### config.mk
export PLATFORM = sky130hd
export DESIGN_NAME = periodic_tick_task_scheduler
export DESIGN_NICKNAME = d
export VERILOG_FILES = /design/src/rtl/pts_pkg.sv /design/src/rtl/pts_ram.sv /design/src/rtl/pts_div.sv /design/src/rtl/pts_fifo.sv /design/src/rtl/pts_front.sv /design/src/rtl/pts_back.sv /design/src/rtl/periodic_tick_task_scheduler.sv
export SDC_FILE = /design/constraint.sdc
export NUM_CORES = 2
export LEC_CHECK = 0
export BUFFER_PORTS_ARGS = -buffer_cell sky130_fd_sc_hd__buf_2
export CORE_MARGIN = 1.5
export CORE_UTILIZATION = 44
export DETAILED_ROUTE_END_ITERATION = 10
export MAX_ROUTING_LAYER = met4
export SYNTH_ARGS = -nofsm -noshare
export SYNTH_HDL_FRONTEND = slang
export SYNTH_HIERARCHICAL = 1
export SYNTH_SLANG_ARGS = --single-unit
### constraint.sdc
create_clock -name clock -period 9.3 [get_ports clock]
set_input_delay 2.79 -clock clock [delete_from_list [all_inputs] [get_ports clock]]
set_output_delay 2.79 -clock clock [all_outputs]
set_load 0.02 [all_outputs]
### src/rtl/pts_pkg.sv
`timescale 1ns / 1ps
// ----------------------------------------------------------------------------
// pts_pkg
// Shared types and codes for the periodic tick task scheduler.
// ----------------------------------------------------------------------------
package pts_pkg;

   // command codes on the request channel
   localparam logic [1:0] CMD_TICK       = 2'd0;
   localparam logic [1:0] CMD_INSERT     = 2'd1;
   localparam logic [1:0] CMD_SET_ENABLE = 2'd2;
   localparam logic [1:0] CMD_REMOVE     = 2'd3;

   // result status codes
   localparam logic ST_OK   = 1'b0;
   localparam logic ST_FAIL = 1'b1;

   // insert flag bit positions
   localparam int FLAG_EN   = 0;
   localparam int FLAG_ONCE = 1;

   localparam int MASK_W = 16;

   // work queue between front and back
   localparam int QUEUE_DEPTH = 2;
   localparam int QPTR_W      = 1;
   localparam int QCNT_W      = 2;

   // remainder unit, one quotient bit a cycle
   localparam int               DIV_CNT_W = 5;
   localparam logic [DIV_CNT_W-1:0] DIV_LAST = 5'd31;

   typedef struct packed {
      logic [1:0]  cmd;
      logic [3:0]  slot;
      logic [31:0] period;
      logic [31:0] offset;
      logic [1:0]  flags;
      logic        enable;
   } pts_req_type;

   typedef struct packed {
      logic [MASK_W-1:0] fired_mask;
      logic              status;
      logic [3:0]        slot_out;
   } pts_rsp_type;

   typedef enum logic [2:0] {
      OP_TICK,
      OP_INSERT,
      OP_SET_EN,
      OP_REMOVE,
      OP_FAIL
   } pts_op_code_type;

   typedef struct packed {
      pts_op_code_type op;
      logic [3:0]      slot;
      logic [31:0]     period;
      logic [31:0]     offset;
      logic [1:0]      flags;
      logic            enable;
   } pts_op_type;

   // one slot table entry: count is ticks left until the next match
   typedef struct packed {
      logic [31:0] period;
      logic [31:0] offset;
      logic [31:0] count;
   } pts_ent_type;

   typedef struct packed {
      logic        start;
      logic [31:0] dividend;
      logic [31:0] divisor;
   } pts_div_req_type;

   typedef struct packed {
      logic        done;
      logic [31:0] rem;
   } pts_div_rsp_type;

   typedef enum logic [2:0] {
      BK_IDLE,
      BK_TICK,
      BK_DIV,
      BK_ADJ,
      BK_DONE
   } pts_bk_state_type;

endpackage

### src/rtl/pts_ram.sv
`timescale 1ns / 1ps
// ----------------------------------------------------------------------------
// pts_ram
// Generic single write port, single read port RAM with registered read.
// ----------------------------------------------------------------------------
module pts_ram #(
   parameter int WIDTH = 8,
   parameter int DEPTH = 16
) (
   input  logic                                   clock,
   input  logic                                   wr_en,
   input  logic [((DEPTH > 1) ? $clog2(DEPTH) : 1)-1:0] wr_addr,
   input  logic [WIDTH-1:0]                       wr_data,
   input  logic [((DEPTH > 1) ? $clog2(DEPTH) : 1)-1:0] rd_addr,
   output logic [WIDTH-1:0]                       rd_data
);

   logic [WIDTH-1:0] mem_ff [DEPTH];
   logic [WIDTH-1:0] rd_data_ff;

   always_ff @(posedge clock) begin
      if (wr_en) begin
         mem_ff[wr_addr] <= wr_data;
      end
      rd_data_ff <= mem_ff[rd_addr];
   end

   assign rd_data = rd_data_ff;

endmodule

### src/rtl/pts_div.sv
`timescale 1ns / 1ps
// ----------------------------------------------------------------------------
// pts_div
// Restoring remainder unit, 32 by 32 bits, one quotient bit per cycle.
// ----------------------------------------------------------------------------
module pts_div (
   input  logic                     clock,
   input  logic                     reset,
   input  pts_pkg::pts_div_req_type req,
   output pts_pkg::pts_div_rsp_type rsp
);
   import pts_pkg::*;

   logic                 busy_ff, busy_in;
   logic                 done_ff, done_in;
   logic [DIV_CNT_W-1:0] cnt_ff, cnt_in;
   logic [31:0]          rem_ff, rem_in;
   logic [31:0]          quo_ff, quo_in;
   logic [31:0]          dsr_ff, dsr_in;
   logic [32:0]          shifted;

   always_comb begin
      busy_in = busy_ff;
      done_in = 1'b0;
      cnt_in  = cnt_ff;
      rem_in  = rem_ff;
      quo_in  = quo_ff;
      dsr_in  = dsr_ff;
      shifted = {rem_ff, quo_ff[31]};
      if (busy_ff) begin
         // partial remainder stays below the divisor, so 32 bits suffice
         if (shifted >= {1'b0, dsr_ff}) begin
            rem_in = 32'(shifted - {1'b0, dsr_ff});
         end else begin
            rem_in = shifted[31:0];
         end
         quo_in = {quo_ff[30:0], 1'b0};
         cnt_in = cnt_ff + 1'b1;
         if (cnt_ff == DIV_LAST) begin
            busy_in = 1'b0;
            done_in = 1'b1;
         end
      end else if (req.start) begin
         busy_in = 1'b1;
         cnt_in  = '0;
         rem_in  = '0;
         quo_in  = req.dividend;
         dsr_in  = req.divisor;
      end
   end

   always_ff @(posedge clock) begin
      if (reset) begin
         busy_ff <= 1'b0;
         done_ff <= 1'b0;
      end else begin
         busy_ff <= busy_in;
         done_ff <= done_in;
      end
   end

   always_ff @(posedge clock) begin
      cnt_ff <= cnt_in;
      rem_ff <= rem_in;
      quo_ff <= quo_in;
      dsr_ff <= dsr_in;
   end

   assign rsp.done = done_ff;
   assign rsp.rem  = rem_ff;

endmodule

### src/rtl/pts_fifo.sv
`timescale 1ns / 1ps
// ----------------------------------------------------------------------------
// pts_fifo
// Short work queue between the classifying front and the executing back.
// ----------------------------------------------------------------------------
module pts_fifo (
   input  logic                clock,
   input  logic                reset,
   input  logic                in_valid,
   output logic                in_stall,
   input  pts_pkg::pts_op_type in_data,
   output logic                out_valid,
   input  logic                out_stall,
   output pts_pkg::pts_op_type out_data
);
   import pts_pkg::*;

   pts_op_type        ent_ff [QUEUE_DEPTH];
   logic [QPTR_W-1:0] wr_ptr_ff, wr_ptr_in;
   logic [QPTR_W-1:0] rd_ptr_ff, rd_ptr_in;
   logic [QCNT_W-1:0] cnt_ff, cnt_in;
   logic              push;
   logic              pop;

   assign in_stall  = (cnt_ff == QCNT_W'(QUEUE_DEPTH));
   assign out_valid = (cnt_ff != '0);
   assign out_data  = ent_ff[rd_ptr_ff];
   assign push      = in_valid && !in_stall;
   assign pop       = out_valid && !out_stall;

   always_comb begin
      wr_ptr_in = wr_ptr_ff;
      rd_ptr_in = rd_ptr_ff;
      cnt_in    = cnt_ff;
      if (push) begin
         wr_ptr_in = wr_ptr_ff + 1'b1;
      end
      if (pop) begin
         rd_ptr_in = rd_ptr_ff + 1'b1;
      end
      unique case ({push, pop})
         2'b10:   cnt_in = cnt_ff + 1'b1;
         2'b01:   cnt_in = cnt_ff - 1'b1;
         default: cnt_in = cnt_ff;
      endcase
   end

   always_ff @(posedge clock) begin
      if (reset) begin
         wr_ptr_ff <= '0;
         rd_ptr_ff <= '0;
         cnt_ff    <= '0;
      end else begin
         wr_ptr_ff <= wr_ptr_in;
         rd_ptr_ff <= rd_ptr_in;
         cnt_ff    <= cnt_in;
      end
   end

   always_ff @(posedge clock) begin
      if (push) begin
         ent_ff[wr_ptr_ff] <= in_data;
      end
   end

endmodule

### src/rtl/pts_front.sv
`timescale 1ns / 1ps
// ----------------------------------------------------------------------------
// pts_front
// Takes request items, decodes the command and rejects what needs no state.
// ----------------------------------------------------------------------------
module pts_front #(
   parameter int SLOTS = 16
) (
   input  logic                 clock,
   input  logic                 reset,
   input  logic                 req_valid,
   output logic                 req_stall,
   input  pts_pkg::pts_req_type req_data,
   output logic                 q_valid,
   input  logic                 q_stall,
   output pts_pkg::pts_op_type  q_data
);
   import pts_pkg::*;

   logic       op_valid_ff, op_valid_in;
   pts_op_type op_ff, op_in;
   pts_op_type cls;

   always_comb begin
      cls.slot   = req_data.slot;
      cls.period = req_data.period;
      cls.offset = req_data.offset;
      cls.flags  = req_data.flags;
      cls.enable = req_data.enable;
      unique case (req_data.cmd)
         CMD_TICK:   cls.op = OP_TICK;
         CMD_INSERT: cls.op = (req_data.period == '0) ? OP_FAIL : OP_INSERT;
         CMD_SET_ENABLE: begin
            cls.op = (32'(req_data.slot) >= SLOTS) ? OP_FAIL : OP_SET_EN;
         end
         CMD_REMOVE: begin
            cls.op = (32'(req_data.slot) >= SLOTS) ? OP_FAIL : OP_REMOVE;
         end
         default:    cls.op = OP_FAIL;
      endcase
   end

   assign req_stall = op_valid_ff && q_stall;

   always_comb begin
      op_valid_in = op_valid_ff;
      op_in       = op_ff;
      if (!req_stall) begin
         op_valid_in = req_valid;
         op_in       = cls;
      end
   end

   always_ff @(posedge clock) begin
      if (reset) begin
         op_valid_ff <= 1'b0;
      end else begin
         op_valid_ff <= op_valid_in;
      end
   end

   always_ff @(posedge clock) begin
      op_ff <= op_in;
   end

   assign q_valid = op_valid_ff;
   assign q_data  = op_ff;

endmodule

### src/rtl/pts_back.sv
`timescale 1ns / 1ps
// ----------------------------------------------------------------------------
// pts_back
// Executes queued operations on the slot table and holds the result register.
// ----------------------------------------------------------------------------
module pts_back #(
   parameter int SLOTS = 16
) (
   input  logic                 clock,
   input  logic                 reset,
   input  logic                 q_valid,
   output logic                 q_stall,
   input  pts_pkg::pts_op_type  q_data,
   output logic                 rsp_valid,
   input  logic                 rsp_stall,
   output pts_pkg::pts_rsp_type rsp_data
);
   import pts_pkg::*;

   localparam int            IW       = (SLOTS > 1) ? $clog2(SLOTS) : 1;
   localparam int            CW       = $clog2(SLOTS + 1);
   localparam logic [CW-1:0] LAST_CNT = CW'(SLOTS);
   localparam int            EW       = $bits(pts_ent_type);

   pts_bk_state_type  state_ff, state_in;
   pts_op_type        op_ff, op_in;
   logic [31:0]       tick_ff, tick_in;
   logic [SLOTS-1:0]  valid_ff, valid_in;
   logic [SLOTS-1:0]  enab_ff, enab_in;
   logic [SLOTS-1:0]  once_ff, once_in;
   logic [SLOTS-1:0]  reach_ff, reach_in;
   logic [CW-1:0]     issue_ff, issue_in;
   logic              pend_ff, pend_in;
   logic [IW-1:0]     pend_idx_ff, pend_idx_in;
   logic [MASK_W-1:0] mask_ff, mask_in;
   pts_rsp_type       res_ff, res_in;
   logic [IW-1:0]     ins_idx_ff, ins_idx_in;
   logic [32:0]       diff_ff, diff_in;
   logic              out_valid_ff, out_valid_in;
   pts_rsp_type       out_data_ff, out_data_in;

   logic              ram_wr_en;
   logic [IW-1:0]     ram_wr_addr;
   pts_ent_type       ram_wr_data;
   logic [IW-1:0]     ram_rd_addr;
   logic [EW-1:0]     ram_rd_data;

   pts_div_req_type   div_req;
   pts_div_rsp_type   div_rsp;

   logic              free_any;
   logic [IW-1:0]     free_idx;
   logic [IW-1:0]     slot_idx;
   pts_ent_type       tk_ent;
   logic              tk_hit;
   logic [31:0]       tk_base;
   logic [31:0]       tk_next;

   pts_ram #(
      .WIDTH(EW),
      .DEPTH(SLOTS)
   ) u_table (
      .clock   (clock),
      .wr_en   (ram_wr_en),
      .wr_addr (ram_wr_addr),
      .wr_data (ram_wr_data),
      .rd_addr (ram_rd_addr),
      .rd_data (ram_rd_data)
   );

   pts_div u_div (
      .clock (clock),
      .reset (reset),
      .req   (div_req),
      .rsp   (div_rsp)
   );

   // lowest free slot
   always_comb begin
      free_any = 1'b0;
      free_idx = '0;
      for (int k = SLOTS - 1; k >= 0; k--) begin
         if (!valid_ff[k]) begin
            free_any = 1'b1;
            free_idx = IW'(k);
         end
      end
   end

   assign slot_idx = IW'(q_data.slot);

   // per slot tick step on the entry read last cycle
   always_comb begin
      tk_ent  = pts_ent_type'(ram_rd_data);
      tk_hit  = valid_ff[pend_idx_ff] && enab_ff[pend_idx_ff] && reach_ff[pend_idx_ff]
                && (tk_ent.count == '0);
      tk_base = (tk_ent.count == '0) ? tk_ent.period : tk_ent.count;
      // counter wraps to zero after this tick, so every phase restarts
      tk_next = (tick_ff == '1) ? tk_ent.offset : (tk_base - 32'd1);
   end

   always_comb begin
      state_in     = state_ff;
      op_in        = op_ff;
      tick_in      = tick_ff;
      valid_in     = valid_ff;
      enab_in      = enab_ff;
      once_in      = once_ff;
      reach_in     = reach_ff;
      issue_in     = issue_ff;
      pend_in      = pend_ff;
      pend_idx_in  = pend_idx_ff;
      mask_in      = mask_ff;
      res_in       = res_ff;
      ins_idx_in   = ins_idx_ff;
      diff_in      = diff_ff;
      out_valid_in = out_valid_ff;
      out_data_in  = out_data_ff;

      q_stall          = (state_ff != BK_IDLE);
      ram_wr_en        = 1'b0;
      ram_wr_addr      = pend_idx_ff;
      ram_wr_data      = tk_ent;
      ram_rd_addr      = issue_ff[IW-1:0];
      div_req.start    = 1'b0;
      div_req.dividend = tick_ff;
      div_req.divisor  = q_data.period;

      if (out_valid_ff && !rsp_stall) begin
         out_valid_in = 1'b0;
      end

      unique case (state_ff)
         BK_IDLE: begin
            if (q_valid) begin
               op_in = q_data;
               unique case (q_data.op)
                  OP_TICK: begin
                     issue_in = '0;
                     pend_in  = 1'b0;
                     mask_in  = '0;
                     state_in = BK_TICK;
                  end
                  OP_INSERT: begin
                     if (free_any) begin
                        ins_idx_in    = free_idx;
                        div_req.start = 1'b1;
                        state_in      = BK_DIV;
                     end else begin
                        res_in   = '{fired_mask: '0, status: ST_FAIL, slot_out: '0};
                        state_in = BK_DONE;
                     end
                  end
                  OP_SET_EN: begin
                     if (valid_ff[slot_idx]) begin
                        enab_in[slot_idx] = q_data.enable;
                        res_in = '{fired_mask: '0, status: ST_OK, slot_out: '0};
                     end else begin
                        res_in = '{fired_mask: '0, status: ST_FAIL, slot_out: '0};
                     end
                     state_in = BK_DONE;
                  end
                  OP_REMOVE: begin
                     if (valid_ff[slot_idx]) begin
                        valid_in[slot_idx] = 1'b0;
                        enab_in[slot_idx]  = 1'b0;
                        res_in = '{fired_mask: '0, status: ST_OK, slot_out: '0};
                     end else begin
                        res_in = '{fired_mask: '0, status: ST_FAIL, slot_out: '0};
                     end
                     state_in = BK_DONE;
                  end
                  default: begin
                     res_in   = '{fired_mask: '0, status: ST_FAIL, slot_out: '0};
                     state_in = BK_DONE;
                  end
               endcase
            end
         end
         BK_TICK: begin
            if (issue_ff != LAST_CNT) begin
               issue_in    = issue_ff + 1'b1;
               pend_in     = 1'b1;
               pend_idx_in = issue_ff[IW-1:0];
            end else begin
               pend_in = 1'b0;
            end
            if (pend_ff) begin
               if (tk_hit && once_ff[pend_idx_ff]) begin
                  enab_in[pend_idx_ff] = 1'b0;
               end
               for (int k = 0; k < MASK_W; k++) begin
                  if (tk_hit && (k < SLOTS) && (pend_idx_ff == IW'(k))) begin
                     mask_in[k] = 1'b1;
                  end
               end
               if (valid_ff[pend_idx_ff]) begin
                  ram_wr_en         = 1'b1;
                  ram_wr_addr       = pend_idx_ff;
                  ram_wr_data.count = tk_next;
               end
            end
            if ((issue_ff == LAST_CNT) && !pend_ff) begin
               tick_in  = tick_ff + 32'd1;
               res_in   = '{fired_mask: mask_ff, status: ST_OK, slot_out: '0};
               state_in = BK_DONE;
            end
         end
         BK_DIV: begin
            if (div_rsp.done) begin
               diff_in              = {1'b0, op_ff.offset} - {1'b0, div_rsp.rem};
               reach_in[ins_idx_ff] = (op_ff.offset < op_ff.period);
               state_in             = BK_ADJ;
            end
         end
         BK_ADJ: begin
            ram_wr_en          = 1'b1;
            ram_wr_addr        = ins_idx_ff;
            ram_wr_data.period = op_ff.period;
            ram_wr_data.offset = op_ff.offset;
            ram_wr_data.count  = diff_ff[32] ? (diff_ff[31:0] + op_ff.period)
                                             : diff_ff[31:0];
            valid_in[ins_idx_ff] = 1'b1;
            enab_in[ins_idx_ff]  = op_ff.flags[FLAG_EN];
            once_in[ins_idx_ff]  = op_ff.flags[FLAG_ONCE];
            res_in   = '{fired_mask: '0, status: ST_OK, slot_out: 4'(ins_idx_ff)};
            state_in = BK_DONE;
         end
         BK_DONE: begin
            if (!out_valid_ff || !rsp_stall) begin
               out_valid_in = 1'b1;
               out_data_in  = res_ff;
               state_in     = BK_IDLE;
            end
         end
         default: state_in = BK_IDLE;
      endcase
   end

   always_ff @(posedge clock) begin
      if (reset) begin
         state_ff     <= BK_IDLE;
         tick_ff      <= '0;
         valid_ff     <= '0;
         enab_ff      <= '0;
         issue_ff     <= '0;
         pend_ff      <= 1'b0;
         out_valid_ff <= 1'b0;
      end else begin
         state_ff     <= state_in;
         tick_ff      <= tick_in;
         valid_ff     <= valid_in;
         enab_ff      <= enab_in;
         issue_ff     <= issue_in;
         pend_ff      <= pend_in;
         out_valid_ff <= out_valid_in;
      end
   end

   always_ff @(posedge clock) begin
      op_ff       <= op_in;
      once_ff     <= once_in;
      reach_ff    <= reach_in;
      pend_idx_ff <= pend_idx_in;
      mask_ff     <= mask_in;
      res_ff      <= res_in;
      ins_idx_ff  <= ins_idx_in;
      diff_ff     <= diff_in;
      out_data_ff <= out_data_in;
   end

   assign rsp_valid = out_valid_ff;
   assign rsp_data  = out_data_ff;

endmodule

### src/rtl/periodic_tick_task_scheduler.sv
`timescale 1ns / 1ps
// ----------------------------------------------------------------------------
// periodic_tick_task_scheduler
// Slot table of periodic tasks driven by tick items, one result per item.
// ----------------------------------------------------------------------------
// usage
//   req channel: one command item (tick, insert, set enable, remove) per
//   handshake, taken when req_valid is high and req_stall is low
//   rsp channel: exactly one result item per request, in request order,
//   taken when rsp_valid is high and rsp_stall is low
//   a front stage decodes items and rejects zero periods and bad slot
//   indices, then a two entry queue feeds the back end that owns the table
//   tick: walks the slot table through the table RAM, one slot a cycle
//   insert: the phase of the new slot is tick count mod period, worked out
//   by a bit-serial remainder unit
//   set enable, remove and rejected items: decided in the idle state, then
//   the result goes out from the done state
//   reset clears the tick counter, all valid and enable bits and every
//   handshake register; the table RAM needs no clearing pass
//   a stalled result waits in the output register while the back end
//   already starts on the next queued item; it holds only at its finish
// ----------------------------------------------------------------------------
module periodic_tick_task_scheduler #(
   parameter int SLOTS = 16
) (
   input  logic                 clock,
   input  logic                 reset,
   input  logic                 req_valid,
   output logic                 req_stall,
   input  pts_pkg::pts_req_type req_data,
   output logic                 rsp_valid,
   input  logic                 rsp_stall,
   output pts_pkg::pts_rsp_type rsp_data
);
   import pts_pkg::*;

   // classified items into the queue
   logic       fr_valid;
   logic       fr_stall;
   pts_op_type fr_data;

   // queue to the back end
   logic       bk_valid;
   logic       bk_stall;
   pts_op_type bk_data;

   pts_front #(
      .SLOTS(SLOTS)
   ) u_front (
      .clock     (clock),
      .reset     (reset),
      .req_valid (req_valid),
      .req_stall (req_stall),
      .req_data  (req_data),
      .q_valid   (fr_valid),
      .q_stall   (fr_stall),
      .q_data    (fr_data)
   );

   pts_fifo u_queue (
      .clock     (clock),
      .reset     (reset),
      .in_valid  (fr_valid),
      .in_stall  (fr_stall),
      .in_data   (fr_data),
      .out_valid (bk_valid),
      .out_stall (bk_stall),
      .out_data  (bk_data)
   );

   // slot table, tick counter and result register live here
   pts_back #(
      .SLOTS(SLOTS)
   ) u_back (
      .clock     (clock),
      .reset     (reset),
      .q_valid   (bk_valid),
      .q_stall   (bk_stall),
      .q_data    (bk_data),
      .rsp_valid (rsp_valid),
      .rsp_stall (rsp_stall),
      .rsp_data  (rsp_data)
   );

endmodule

==> results.json <==
{
  "crit_path_top_delay_cell": "nor2_4",
  "die_x_um": 458.3,
  "finalSetupViolations": 0,
  "fin_crit_sh": 0.6934,
  "rsz0062_at_grt": "no",
  "drt_pass1_iterations": 6,
  "start_util": 0.4441,
  "async_flop_share": 0,
  "slowest_delay_ns": 0.90,
  "maxCapViolCount": 0,
  "ys_ff_latch": 2234,
  "end_kind": "flip-flop",
  "regToRegStartpoint": "u_back/pend_idx_ff[0]$_DFFE_PP_",
  "critical-path-top-delay-family": "buffers and inverters",
  "cts_tree": "done",
  "drt-total-wl_um": 237900,
  "gr-total-overflow": 0,
  "ys_dominant_reg_cell": "edfxtp_1",
  "tightest_slew_ns": 1.391,
  "slew_violations": 0,
  "hold_class": "reg2reg",
  "synth_edf_count": 2055,
  "crit_type": "reg2reg",
  "num_vias": 49960,
  "postCtsHoldBufs": 0,
  "synth_area_um2": 91220,
  "relSlewSlack": 0.07293,
  "start_kind": "flip-flop",
  "finClkSkew_ns": 0.04055,
  "synth_fp_nets": 5601,
  "grt_pass1_vias": 49770,
  "numClockSinks": 2234,
  "peakVddDrop_v": 0.0002301,
  "path_cells": "buf_4, mux4_2, mux4_2, nand2_1, inv_1, o21ai_1, inv_1, nand3b_1, nor2_4, buf_4, buf_4",
  "core_area_um2": 205400,
  "cts_buffer_depth": 3,
  "cts_root_buffer": "clkbuf_16",
  "clk-insertion-delay-late_ns": 0.87,
  "p_leak_nw": 33.47,
  "port-buffer-count": 99,
  "drt-vias-per-instance": 5.909,
  "gp_congestion": 0.9226,
  "hold_start": "u_back/res_ff[14]$_SDFFCE_PP0P_",
  "outcome": "finished clean",
  "die_area_um2": 210100,
  "drive_above_1_share": 0.1906,
  "cpMostUsedCell": "buf_4",
  "netlist_instances": 5388,
  "antenna_found_initial": 9,
  "crit_buf_inv": 5,
  "wl_per_cell_um": 28.14,
  "crit_required_ns": 9.77,
  "hpwl_um": 149400,
  "clk_pin_slew_ns": 0.06,
  "p_per_area_nw_per_um2": 265.0,
  "multi_input_area_um2": 24350,
  "areaGrowthSynthToFinish_pct": 12.25,
  "drtIter0Drc": 5047,
  "nets": 5785,
  "cts_buffers": 221,
  "ant_nets": 0,
  "drc": 0,
  "hold_viol": 0,
  "grt_start_max_net_pins": 136,
  "dp_cells": 8037,
  "synth_cell_types": 96,
  "grt_util_all_layers": 0.2323,
  "die_h_um": 458.3,
  "num-fill-cells": 16750,
  "yosysSeqAreaShare": 0.7158,
  "cts_setup_buffers": 0,
  "critPathArrivalTime_ns": 6.92,
  "avgSynthCellArea_um2": 16.93,
  "cp_max_fo": 43,
  "synth_warnings": 6,
  "seq_area_um2": 65300,
  "max_freq_mhz": 155.1,
  "period_needed_ns": 6.449,
  "tns_ns": 0,
  "finalNonFillerCells": 8454,
  "rows": 166,
  "boundaryPins": 100,
  "crit_start": "u_back/pend_idx_ff[0]$_DFFE_PP_",
  "h-tree-depth": 4,
  "cts_resized": 0,
  "grt_pass1_wl_um": 346400
}
==> worst register-to-register path: cells and delay by family (launching register included) <==
family,cells,cell delay [ns]
AOI/OAI and AO/OA,1,0.32
buffers and inverters,5,2.71
DFF,1,0.66
muxes,2,0.65
and+or+nand+nor,3,1.68
==> per-layer routing <==
metal | up-vias | share of wire | global-route usage
met5 | - | 0 | -
met4 | 0 | 0.025 | 0.06169
met3 | 326 | 0.069 | 0.03820
met2 | 1804 | 0.48 | 0.3583
met1 | 26020 | 0.43 | 0.3222
li1 | 21810 | - | -
==> cells in the mapped netlist (58+ instances only) <==
| master | count | area share |
|---|---|---|
| inv_1 | 153 | 0.0063 |
| dfxtp_1 | 179 | 0.039 |
| a21o_1 | 59 | 0.0049 |
| edfxtp_1 | 2055 | 0.68 |
| nand2_1 | 407 | 0.017 |
| clkbuf_1 | 150 | 0.0062 |
| nor2_1 | 270 | 0.011 |
| xor2_1 | 63 | 0.0060 |
| ha_1 | 133 | 0.018 |
| a21oi_1 | 203 | 0.011 |
| o21ai_0 | 153 | 0.0084 |
| xnor2_1 | 64 | 0.0061 |
| nor3_1 | 58 | 0.0032 |
| mux4_2 | 401 | 0.099 |
| mux2_2 | 76 | 0.0094 |
| nand3_1 | 87 | 0.0048 |
| a22oi_1 | 199 | 0.016 |
==> registers in the layout, indices dropped and copies added, names as in the netlist, 21 cells and up, named ones only <==
register and count:
u_back/u_table/rd_data 96, u_back/u_div/rem_ff 32, u_back/diff_ff 33, u_back/op_ff 66
u_back/u_div/quo_ff 32, u_back/u_table/mem_ff 1536, u_back/tick_ff 32, u_queue/ent_ff 148
u_back/res_ff 21, u_front/q_data 74, u_back/rsp_data 21, u_back/u_div/dsr_ff 32
==> cells in the final DEF (no fill, tap or decap), types with 15 or more instances in the layout <==
cell type  instances
or3_1             17
mux4_2           401
nor2_4            15
o22ai_1           21
clkinv_2          28
buf_4            109
xnor2_1           64
o21ai_0          147
a21o_1            59
nor2b_1           29
clkinv_1          37
a211oi_1          31
nor2_1           255
clkbuf_8          17
mux2i_1           27
a21oi_1          201
mux2_2            76
nand2_1          405
dfxtp_1          176
nand2b_1          19
buf_2             99
and3_1            39
a22o_1            42
nand4_1           41
clkbuf_1          68
inv_1            152
ha_1             133
edfxtp_1        2055
xor2_1            63
nor4_1            21
nand3_1           87
o21a_1            15
a31oi_1           19
clkbuf_16        225
bufinv_16         20
a22oi_1          199
nor3_1            53
o211ai_1          29
==> kinds of logic after synthesis <==
group | synth area share
DFF | 0.7158
and+or+nand+nor | 0.05415
AOI/OAI and AO/OA | 0.06748
muxes | 0.1113
buffers and inverters | 0.02015
adders and majority gates | 0.01890
xor gates and xnor gates | 0.01219
==> power breakdown <==
| group | total [mW] | internal, mW | leakage, nW | switching, mW |
|---|---|---|---|---|
| Combinational | 5.33 | 2.10 | 9.78 | 3.23 |
| Sequential | 12.9 | 12.1 | 20.2 | 0.720 |
| Clock | 8.95 | 5.15 | 3.51 | 3.80 |
==> through the flow <==
step / hold WS [ns] / util / setup slack (ns) / power, mW / area (µm²)
floorplan: 0.4003 / - / -0.02588 / 16.45 / 91230
global placement: 0.4030 / 0.4630 / 3.062 / 18.32 / 95110
detailed placement: 0.4045 / 0.4630 / 2.965 / 18.37 / 95110
CTS: 0.4188 / 0.4984 / 2.947 / 27.30 / 102400
global route: 0.4238 / 0.4985 / 2.631 / 28.19 / 102400
finish: 0.4171 / 0.4985 / 2.851 / 27.13 / 102400
==> area by class of cell <==
class | instances | area share
Clock inverter | 106 | 0.01127
Sequential cell | 2234 | 0.6378
Inverter | 156 | 0.005731
Antenna cell | 1 | 0.00002444
Clock buffer | 310 | 0.05977
Multi-Input combinational cell | 2741 | 0.2378
Tap cell | 2688 | 0.03285
Timing Repair Buffer | 218 | 0.01479
==> final timing paths <==
check                                       endpoint  slack, ns  cells after the start
min reg2reg            u_back/rsp_data[14]$_DFFE_PP_       0.42                      0
max reg2reg  u_back/u_table/mem_ff[10][57]$_DFFE_PP_       2.85                     11
max          u_back/u_table/mem_ff[10][57]$_DFFE_PP_       2.85                     11
min                    u_back/rsp_data[14]$_DFFE_PP_       0.42                      0
No activity file was read; power rests on OpenSTA's default activity.
